[src/hw/rtl/rsdr_pkg.sv]
package rsdr_pkg;

    localparam int LEVEL_W   = 8;
    localparam int NOW_W     = 7;
    localparam int MS_W      = 7;
    localparam int COUNT_W   = 4;
    localparam int TABLE_W   = 64;
    localparam int OUT_W     = 8;
    localparam int CFG_IDX_W = 3;
    localparam int CFG_W     = 64;

    // register indexes
    localparam logic [CFG_IDX_W-1:0] CFG_ENCODED   = 3'd0;
    localparam logic [CFG_IDX_W-1:0] CFG_INVERT    = 3'd1;
    localparam logic [CFG_IDX_W-1:0] CFG_DEB_EN    = 3'd2;
    localparam logic [CFG_IDX_W-1:0] CFG_DEB_MS    = 3'd3;
    localparam logic [CFG_IDX_W-1:0] CFG_PIN_COUNT = 3'd4;
    localparam logic [CFG_IDX_W-1:0] CFG_VAL_TABLE = 3'd5;

    localparam logic [MS_W-1:0]    DEB_MS_RESET    = 7'd10;
    localparam logic [COUNT_W-1:0] PIN_COUNT_RESET = 4'd8;

    typedef struct packed {
        logic            invert;
        logic            debounce_en;
        logic [MS_W-1:0] debounce_ms;
    } lane_cfg_t;

endpackage

[src/hw/rtl/rotary_switch_debounce_reader.sv]
// An accepted scan's switch_value is registered in held_value_reg. Throughput:
// one scan per cycle unless the output stalls; all pins are handled by parallel
// lanes; in-use lanes (to the first active one in priority mode) update debounce on accept.
// Reset: all debounce state, the held value and the output register clear;
// registers take their defaults (debounce 10 ms, eight pins, value table zero).
module rotary_switch_debounce_reader #(
    parameter int PIN_COUNT_MAX = 8,
    parameter int TIME_BITS     = 7,
    parameter int VALUE_BITS    = 8
) (
    input  logic                              clk,
    input  logic                              rst_n,
    input  logic                              cfg_we,
    input  logic [rsdr_pkg::CFG_IDX_W-1:0]    cfg_index,
    input  logic [rsdr_pkg::CFG_W-1:0]        cfg_data,
    input  logic                              in_valid,
    output logic                              in_ready,
    input  logic [rsdr_pkg::LEVEL_W-1:0]      pin_levels,
    input  logic [rsdr_pkg::NOW_W-1:0]        now_ms,
    output logic                              out_valid,
    input  logic                              out_ready,
    output logic [rsdr_pkg::OUT_W-1:0]        switch_value
);
    import rsdr_pkg::*;

    logic                  encoded_reg;
    logic                  invert_reg;
    logic                  deb_en_reg;
    logic [MS_W-1:0]       deb_ms_reg;
    logic [COUNT_W-1:0]    pin_count_reg;
    logic [TABLE_W-1:0]    table_reg;

    logic                  out_valid_reg, out_valid_next;
    logic [OUT_W-1:0]      held_value_reg, held_value_next;

    logic                  accept;
    lane_cfg_t             lane_cfg;
    logic [TIME_BITS-1:0]  now;
    logic [PIN_COUNT_MAX-1:0]            in_use;
    logic [PIN_COUNT_MAX-1:0]            on_eff;
    logic [PIN_COUNT_MAX-1:0]            upd;
    logic [PIN_COUNT_MAX-1:0]            level;
    logic [PIN_COUNT_MAX-1:0][OUT_W-1:0] values;
    logic [OUT_W-1:0]                    merged;

    assign in_ready = !out_valid_reg || out_ready;
    assign accept   = in_valid && in_ready;

    assign lane_cfg.invert      = invert_reg;
    assign lane_cfg.debounce_en = deb_en_reg;
    assign lane_cfg.debounce_ms = deb_ms_reg;

    assign now = TIME_BITS'(now_ms);

    always_ff @(posedge clk or negedge rst_n)
    begin
        if (!rst_n)
        begin
            encoded_reg   <= 1'b0;
            invert_reg    <= 1'b0;
            deb_en_reg    <= 1'b0;
            deb_ms_reg    <= DEB_MS_RESET;
            pin_count_reg <= PIN_COUNT_RESET;
            table_reg     <= '0;
        end
        else if (cfg_we)
        begin
            unique case (cfg_index)
                CFG_ENCODED:   encoded_reg   <= cfg_data[0];
                CFG_INVERT:    invert_reg    <= cfg_data[0];
                CFG_DEB_EN:    deb_en_reg    <= cfg_data[0];
                CFG_DEB_MS:    deb_ms_reg    <= cfg_data[MS_W-1:0];
                CFG_PIN_COUNT: pin_count_reg <= cfg_data[COUNT_W-1:0];
                CFG_VAL_TABLE: table_reg     <= cfg_data[TABLE_W-1:0];
                default:       ;
            endcase
        end
    end

    for (genvar i = 0; i < PIN_COUNT_MAX; i++)
    begin : g_lane
        logic [VALUE_BITS-1:0] slot;

        // pins past the level field read low
        if (i < LEVEL_W)
        begin : g_lvl
            assign level[i] = pin_levels[i];
        end
        else
        begin : g_nolvl
            assign level[i] = 1'b0;
        end

        for (genvar b = 0; b < VALUE_BITS; b++)
        begin : g_bit
            if (i * VALUE_BITS + b < TABLE_W)
            begin : g_in
                assign slot[b] = table_reg[i * VALUE_BITS + b];
            end
            else
            begin : g_out
                assign slot[b] = 1'b0;
            end
        end

        assign values[i] = OUT_W'(slot);
        assign in_use[i] = pin_count_reg > COUNT_W'(i);

        rsdr_lane #(
            .TIME_BITS (TIME_BITS)
        ) u_lane (
            .clk    (clk),
            .rst_n  (rst_n),
            .cfg    (lane_cfg),
            .level  (level[i]),
            .now    (now),
            .update (accept && upd[i]),
            .on_eff (on_eff[i])
        );
    end

    rsdr_merge #(
        .LANES (PIN_COUNT_MAX)
    ) u_merge (
        .encoded (encoded_reg),
        .in_use  (in_use),
        .on_eff  (on_eff),
        .values  (values),
        .held    (held_value_reg),
        .value   (merged),
        .upd     (upd)
    );

    always_comb
    begin
        out_valid_next  = out_valid_reg;
        held_value_next = held_value_reg;
        if (accept)
        begin
            out_valid_next  = 1'b1;
            held_value_next = merged;
        end
        else if (out_ready)
        begin
            out_valid_next = 1'b0;
        end
    end

    always_ff @(posedge clk or negedge rst_n)
    begin
        if (!rst_n)
        begin
            out_valid_reg  <= 1'b0;
            held_value_reg <= '0;
        end
        else
        begin
            out_valid_reg  <= out_valid_next;
            held_value_reg <= held_value_next;
        end
    end

    assign out_valid    = out_valid_reg;
    assign switch_value = held_value_reg;

endmodule

[src/hw/rtl/rsdr_lane.sv]
module rsdr_lane #(
    parameter int TIME_BITS = 7
) (
    input  logic                clk,
    input  logic                rst_n,
    input  rsdr_pkg::lane_cfg_t cfg,
    input  logic                level,
    input  logic [TIME_BITS-1:0] now,
    input  logic                update,
    output logic                on_eff
);
    import rsdr_pkg::*;

    localparam int CMP_W = (TIME_BITS > MS_W) ? TIME_BITS : MS_W;

    logic                 accepted_reg, accepted_next;
    logic                 started_reg, started_next;
    logic [TIME_BITS-1:0] start_reg, start_next;
    logic                 on_raw;
    logic [TIME_BITS-1:0] elapsed;
    logic                 expired;

    assign on_raw  = level ^ cfg.invert;
    assign elapsed = now - start_reg;
    assign expired = CMP_W'(elapsed) > CMP_W'(cfg.debounce_ms);

    assign on_eff = cfg.debounce_en
                  ? (on_raw && (accepted_reg || (started_reg && expired)))
                  : on_raw;

    always_comb
    begin
        accepted_next = accepted_reg;
        started_next  = started_reg;
        start_next    = start_reg;
        if (update && cfg.debounce_en)
        begin
            if (!on_raw)
            begin
                accepted_next = 1'b0;
                started_next  = 1'b0;
                start_next    = '0;
            end
            else if (accepted_reg)
            begin
                accepted_next = 1'b1;
            end
            else if (!started_reg)
            begin
                started_next = 1'b1;
                start_next   = now;
            end
            else if (expired)
            begin
                accepted_next = 1'b1;
            end
        end
    end

    always_ff @(posedge clk or negedge rst_n)
    begin
        if (!rst_n)
        begin
            accepted_reg <= 1'b0;
            started_reg  <= 1'b0;
            start_reg    <= '0;
        end
        else
        begin
            accepted_reg <= accepted_next;
            started_reg  <= started_next;
            start_reg    <= start_next;
        end
    end

endmodule

[src/hw/rtl/rsdr_merge.sv]
module rsdr_merge #(
    parameter int LANES = 8
) (
    input  logic                                 encoded,
    input  logic [LANES-1:0]                     in_use,
    input  logic [LANES-1:0]                     on_eff,
    input  logic [LANES-1:0][rsdr_pkg::OUT_W-1:0] values,
    input  logic [rsdr_pkg::OUT_W-1:0]           held,
    output logic [rsdr_pkg::OUT_W-1:0]           value,
    output logic [LANES-1:0]                     upd
);
    import rsdr_pkg::*;

    logic [LANES-1:0] act;
    logic [OUT_W-1:0] value_or;
    logic [OUT_W-1:0] value_first;
    logic             any_lower;

    assign act = on_eff & in_use;

    // lanes above the first active pin keep their state in priority mode
    always_comb
    begin
        any_lower   = 1'b0;
        value_or    = '0;
        value_first = held;
        upd         = '0;
        for (int i = 0; i < LANES; i++)
        begin
            upd[i] = in_use[i] & (encoded | ~any_lower);
            if (act[i])
            begin
                value_or = value_or | values[i];
                if (!any_lower)
                    value_first = values[i];
            end
            any_lower = any_lower | act[i];
        end
    end

    assign value = encoded ? value_or : value_first;

endmodule
[config.mk]
export PLATFORM = sky130hd
export DESIGN_NAME = rotary_switch_debounce_reader
export DESIGN_NICKNAME = d
export VERILOG_FILES = /design/src/hw/rtl/rsdr_pkg.sv /design/src/hw/rtl/rotary_switch_debounce_reader.sv /design/src/hw/rtl/rsdr_lane.sv /design/src/hw/rtl/rsdr_merge.sv
export SDC_FILE = /design/constraint.sdc
export NUM_CORES = 1
export LEC_CHECK = 0
export BUFFER_PORTS_ARGS = -buffer_cell sky130_fd_sc_hd__clkbuf_2
export CORE_MARGIN = 8
export CORE_UTILIZATION = 45
export DETAILED_ROUTE_END_ITERATION = 6
export GPL_TIMING_DRIVEN = 1
export PLACE_DENSITY = 0.7
export SLEW_MARGIN = 5
export SYNTH_ARGS = -nofsm -noshare
export SYNTH_HDL_FRONTEND = slang
export SYNTH_HIERARCHICAL = 1
export SYNTH_SLANG_ARGS = --single-unit
export TNS_END_PERCENT = 50
[constraint.sdc]
create_clock -name clk -period 12.15 [get_ports clk]
set_input_delay 0.6075 -clock clk [delete_from_list [all_inputs] [get_ports clk]]
set_output_delay 0.6075 -clock clk [all_outputs]
set_load 0.01 [all_outputs]
==> impl_metrics.env <==
export IMPL_status="complete, no violations"
export IMPL_cp_end_kind="flop"
export IMPL_cts_clk_slew_worst_paths_ns=0.07
export IMPL_grt_pass1_wl_um=49800
export IMPL_drtIter0Drc=796
export IMPL_p_per_area_nw_per_um2=243
export IMPL_areaGrowthSynthToFinish_pct=11.2
export IMPL_clkPwrFrac_pct=16.3
export IMPL_slew_headroom_pct=20.8
export IMPL_path_class="in -> reg"
export IMPL_critPathLaunchType="input pin"
export IMPL_synth_edf_count=0
export IMPL_peakVddDrop_mv=0.119
export IMPL_ys_flop_type="dfrtp_1"
export IMPL_synth_area_um2=11400
export IMPL_p_comb_share_pct=55.1
export IMPL_cts_root_buf="clkbuf_16"
export IMPL_dpl_hpwl_um=22200
export IMPL_yosys_area_top_type="dfrtp_1"
export IMPL_avgViaCountPerCell=5.92
export IMPL_fin_area_um2=12700
export IMPL_cts_buffers=17
export IMPL_maxCapViolCount=0
export IMPL_drv_slew=0
export IMPL_syn_num_nets=1351
export IMPL_ant_nets=0
export IMPL_p_sw_w=0.00137
export IMPL_ys_types=62
export IMPL_dr_pass1_iters=5
export IMPL_worst_slew_pin_slew_ns=1.19
export IMPL_grtUsageTotal_pct=20.3
export IMPL_hold_path_class="in -> async"
export IMPL_grt_max_degree=95
export IMPL_insertion_delay_ns=0.43
export IMPL_yosys_warnings=6
export IMPL_switching_share_pct=44.4
export IMPL_cts_setup_buffers=0
export IMPL_ctsResizeCount=0
export IMPL_gp_congestion=0.918
export IMPL_layout_drive_gt1_share_pct=19.6
export IMPL_critical_path_required_ns=12.51
export IMPL_coreArea_um2=25000
export IMPL_fin_crit_ns=5.61
export IMPL_final_cells=1579
export IMPL_cp_slowest_cell="clkbuf_2"
export IMPL_cts_tree="built"
export IMPL_period_share_pct=46.2
export IMPL_grt_pass1_vias=9247
export IMPL_internal_power_w=0.00171
export IMPL_placedCellCount=1547
export IMPL_hold_viol_final=0
export IMPL_arrival_ns=5.98
export IMPL_p_leak_nw=5.71
export IMPL_dieArea_um2=30700
export IMPL_final_nets=1435
export IMPL_postSynthAreaPerCell_um2=9.89
export IMPL_initial_utilization_pct=45.5
export IMPL_hold_buffers=0
export IMPL_cts_sinks=159
export IMPL_fillers=2322
export IMPL_vias=9353
export IMPL_ys_seq_area_share_pct=34.9
export IMPL_io_pin_count=97
export IMPL_drc=0
export IMPL_synth_top_area_share_pct=34.2
export IMPL_antenna_found_initial=0
export IMPL_crit_fanout=24
export IMPL_reg2reg_depth=20
export IMPL_fin_worst_skew_ns=0.0137
export IMPL_placed_cell_area_um2=12100
export IMPL_htree_num_levels=4
export IMPL_fmax_mhz=178
export IMPL_die_width_um=175
export IMPL_synth_area_leaders="dfrtp_1 34%, ha_1 11%, mux2_2 8.5%"
export IMPL_synth_seq_cells=159
export IMPL_whs_ns=0.264
export IMPL_synthArstFlopShare_pct=100
export IMPL_antenna_cells=0
export IMPL_placementRows=58
export IMPL_drt_total_wl_um=31000
export IMPL_overflow=0
export IMPL_sequentialPowerShare_pct=28.6
export IMPL_rsz0062_at_grt="no"
export IMPL_cts_buffer_depth=2
export IMPL_setup_viol=0
export IMPL_port_buffers=96
export IMPL_netlist_instances=1152
export IMPL_fp_dieH_um=175
export IMPL_wire_per_inst_um=19.6
export IMPL_max_stage_delay_ns=0.59
export IMPL_crit_chain="clkbuf_2 > ha_1 > nor2b_1 > o21a_1 > o21a_1 > o311ai_0 > ha_1 > o21ai_0 > nor2_1 > o31ai_1 > nand2_1 > a222oi_1 > buf_4 > and4_4 > a21o_1 > and2_1 > and3_1 > nand2_1 > nor4b_4 > a22o_1"
export IMPL_fin_tns_setup_ns=0
export IMPL_largest_register_ffs=64
-- metrics by stage --
step	setup WS [ns]	total power (W)	util (%)
floorplan	7.63	0.00212	-
global placement	6.27	0.00250	48.4
detailed placement	6.18	0.00254	48.4
CTS	6.58	0.00306	50.6
global route	6.17	0.00333	50.6
finish	6.54	0.00308	50.6
-- power groups by stage --
stage | sequential, W | clock [W] | combinational (W)
finish | 0.000882 | 0.000502 | 0.00170
global route | 0.000905 | 0.000534 | 0.00189
CTS | 0.000879 | 0.000512 | 0.00167
detailed placement | 0.000882 | 0 | 0.00166
global placement | 0.000883 | 0 | 0.00162
floorplan | 0.000828 | 0 | 0.00129
-- layer usage --
layer | vias up | wire length (um) | global-route usage [%]
li1 | 4424 | - | -
met2 | 316 | 13900 | 31.2
met3 | 54 | 1900 | 3.73
met1 | 4559 | 14300 | 27.9
met4 | 0 | 843 | 8.05
met5 | - | 0 | 0
-- worst max-delay path: cells and delay by family --
family,cells,cell delay [ns]
adder cells (fa/ha/maj),2,0.67
AO/OA/AOI/OAI,8,1.91
buffers and inverters,2,0.85
AND/OR/NAND/NOR,8,1.89
-- cells in the mapped netlist, types with 9 or more instances --
cell type / count
a211oi_1: 15
a21oi_1: 35
a22o_1: 57
and3_1: 17
buf_2: 9
clkbuf_1: 16
dfrtp_1: 156
ha_1: 104
inv_1: 128
mux2_2: 86
nand2_1: 67
nand2b_1: 18
nand3_1: 46
nand3b_1: 15
nand4_1: 16
nor2_1: 54
nor2b_1: 17
nor3_1: 17
o211ai_1: 23
o21a_1: 21
o21ai_0: 42
xnor2_1: 24
-- logic make-up (layout without fill, tap and decap cells) --
group | count (synthesis) | after routing | share of synthesized area [%]
multiplexers | 86 | 86 | 8.50
buffers and inverters | 164 | 261 | 6.06
AND/OR/NAND/NOR | 291 | 291 | 14.3
adder cells (fa/ha/maj) | 112 | 112 | 12.8
XOR/XNOR | 40 | 40 | 3.60
AO/OA/AOI/OAI | 300 | 300 | 19.8
flip-flops | 159 | 159 | 34.9
-- area by class of cell --
| class | count | area, um2 | share of cell area [%] |
|---|---|---|---|
| multi-input cells | 829 | 6730 | 53.1 |
| flip-flops and latches | 159 | 3980 | 31.4 |
| repair buffers | 101 | 524 | 4.14 |
| inverters | 128 | 480 | 3.79 |
| clock buffers | 18 | 439 | 3.47 |
| well taps | 330 | 413 | 3.26 |
| clock inverters | 14 | 106 | 0.839 |
-- cells in the final DEF (no fill, tap or decap), drive strengths merged, types with 17 or more instances in the layout --
cell	netlist	layout
nor3	17	17
dfrtp	156	156
and3	17	17
o21ai	42	42
inv	128	133
clkbuf	16	113
nand2	67	67
nor2b	17	17
nand3	47	47
a22o	57	57
a21oi	35	35
o211ai	23	23
xnor2	24	24
ha	104	104
o21a	21	21
mux2	86	86
nand2b	18	18
nor2	54	54
-- worst paths after layout --
kind | startpoint | endpoint | slack, ns
worst max-delay path | now_ms[1] | g_lane[7].u_lane/start_reg[1] | 6.54
worst min-delay path | rst_n | g_lane[7].u_lane/start_reg[0] | 0.26
worst max register to register | g_lane[2].u_lane/start_reg[1] | g_lane[7].u_lane/start_reg[1] | 6.97
worst min register to register | g_lane[5].u_lane/start_reg[3] | g_lane[5].u_lane/start_reg[3] | 0.51
max in group asynchronous | rst_n | table_reg[16] | 10.51
min in group clk | cfg_data[55] | table_reg[55] | 0.40
Power figures use the tool's default switching activity.
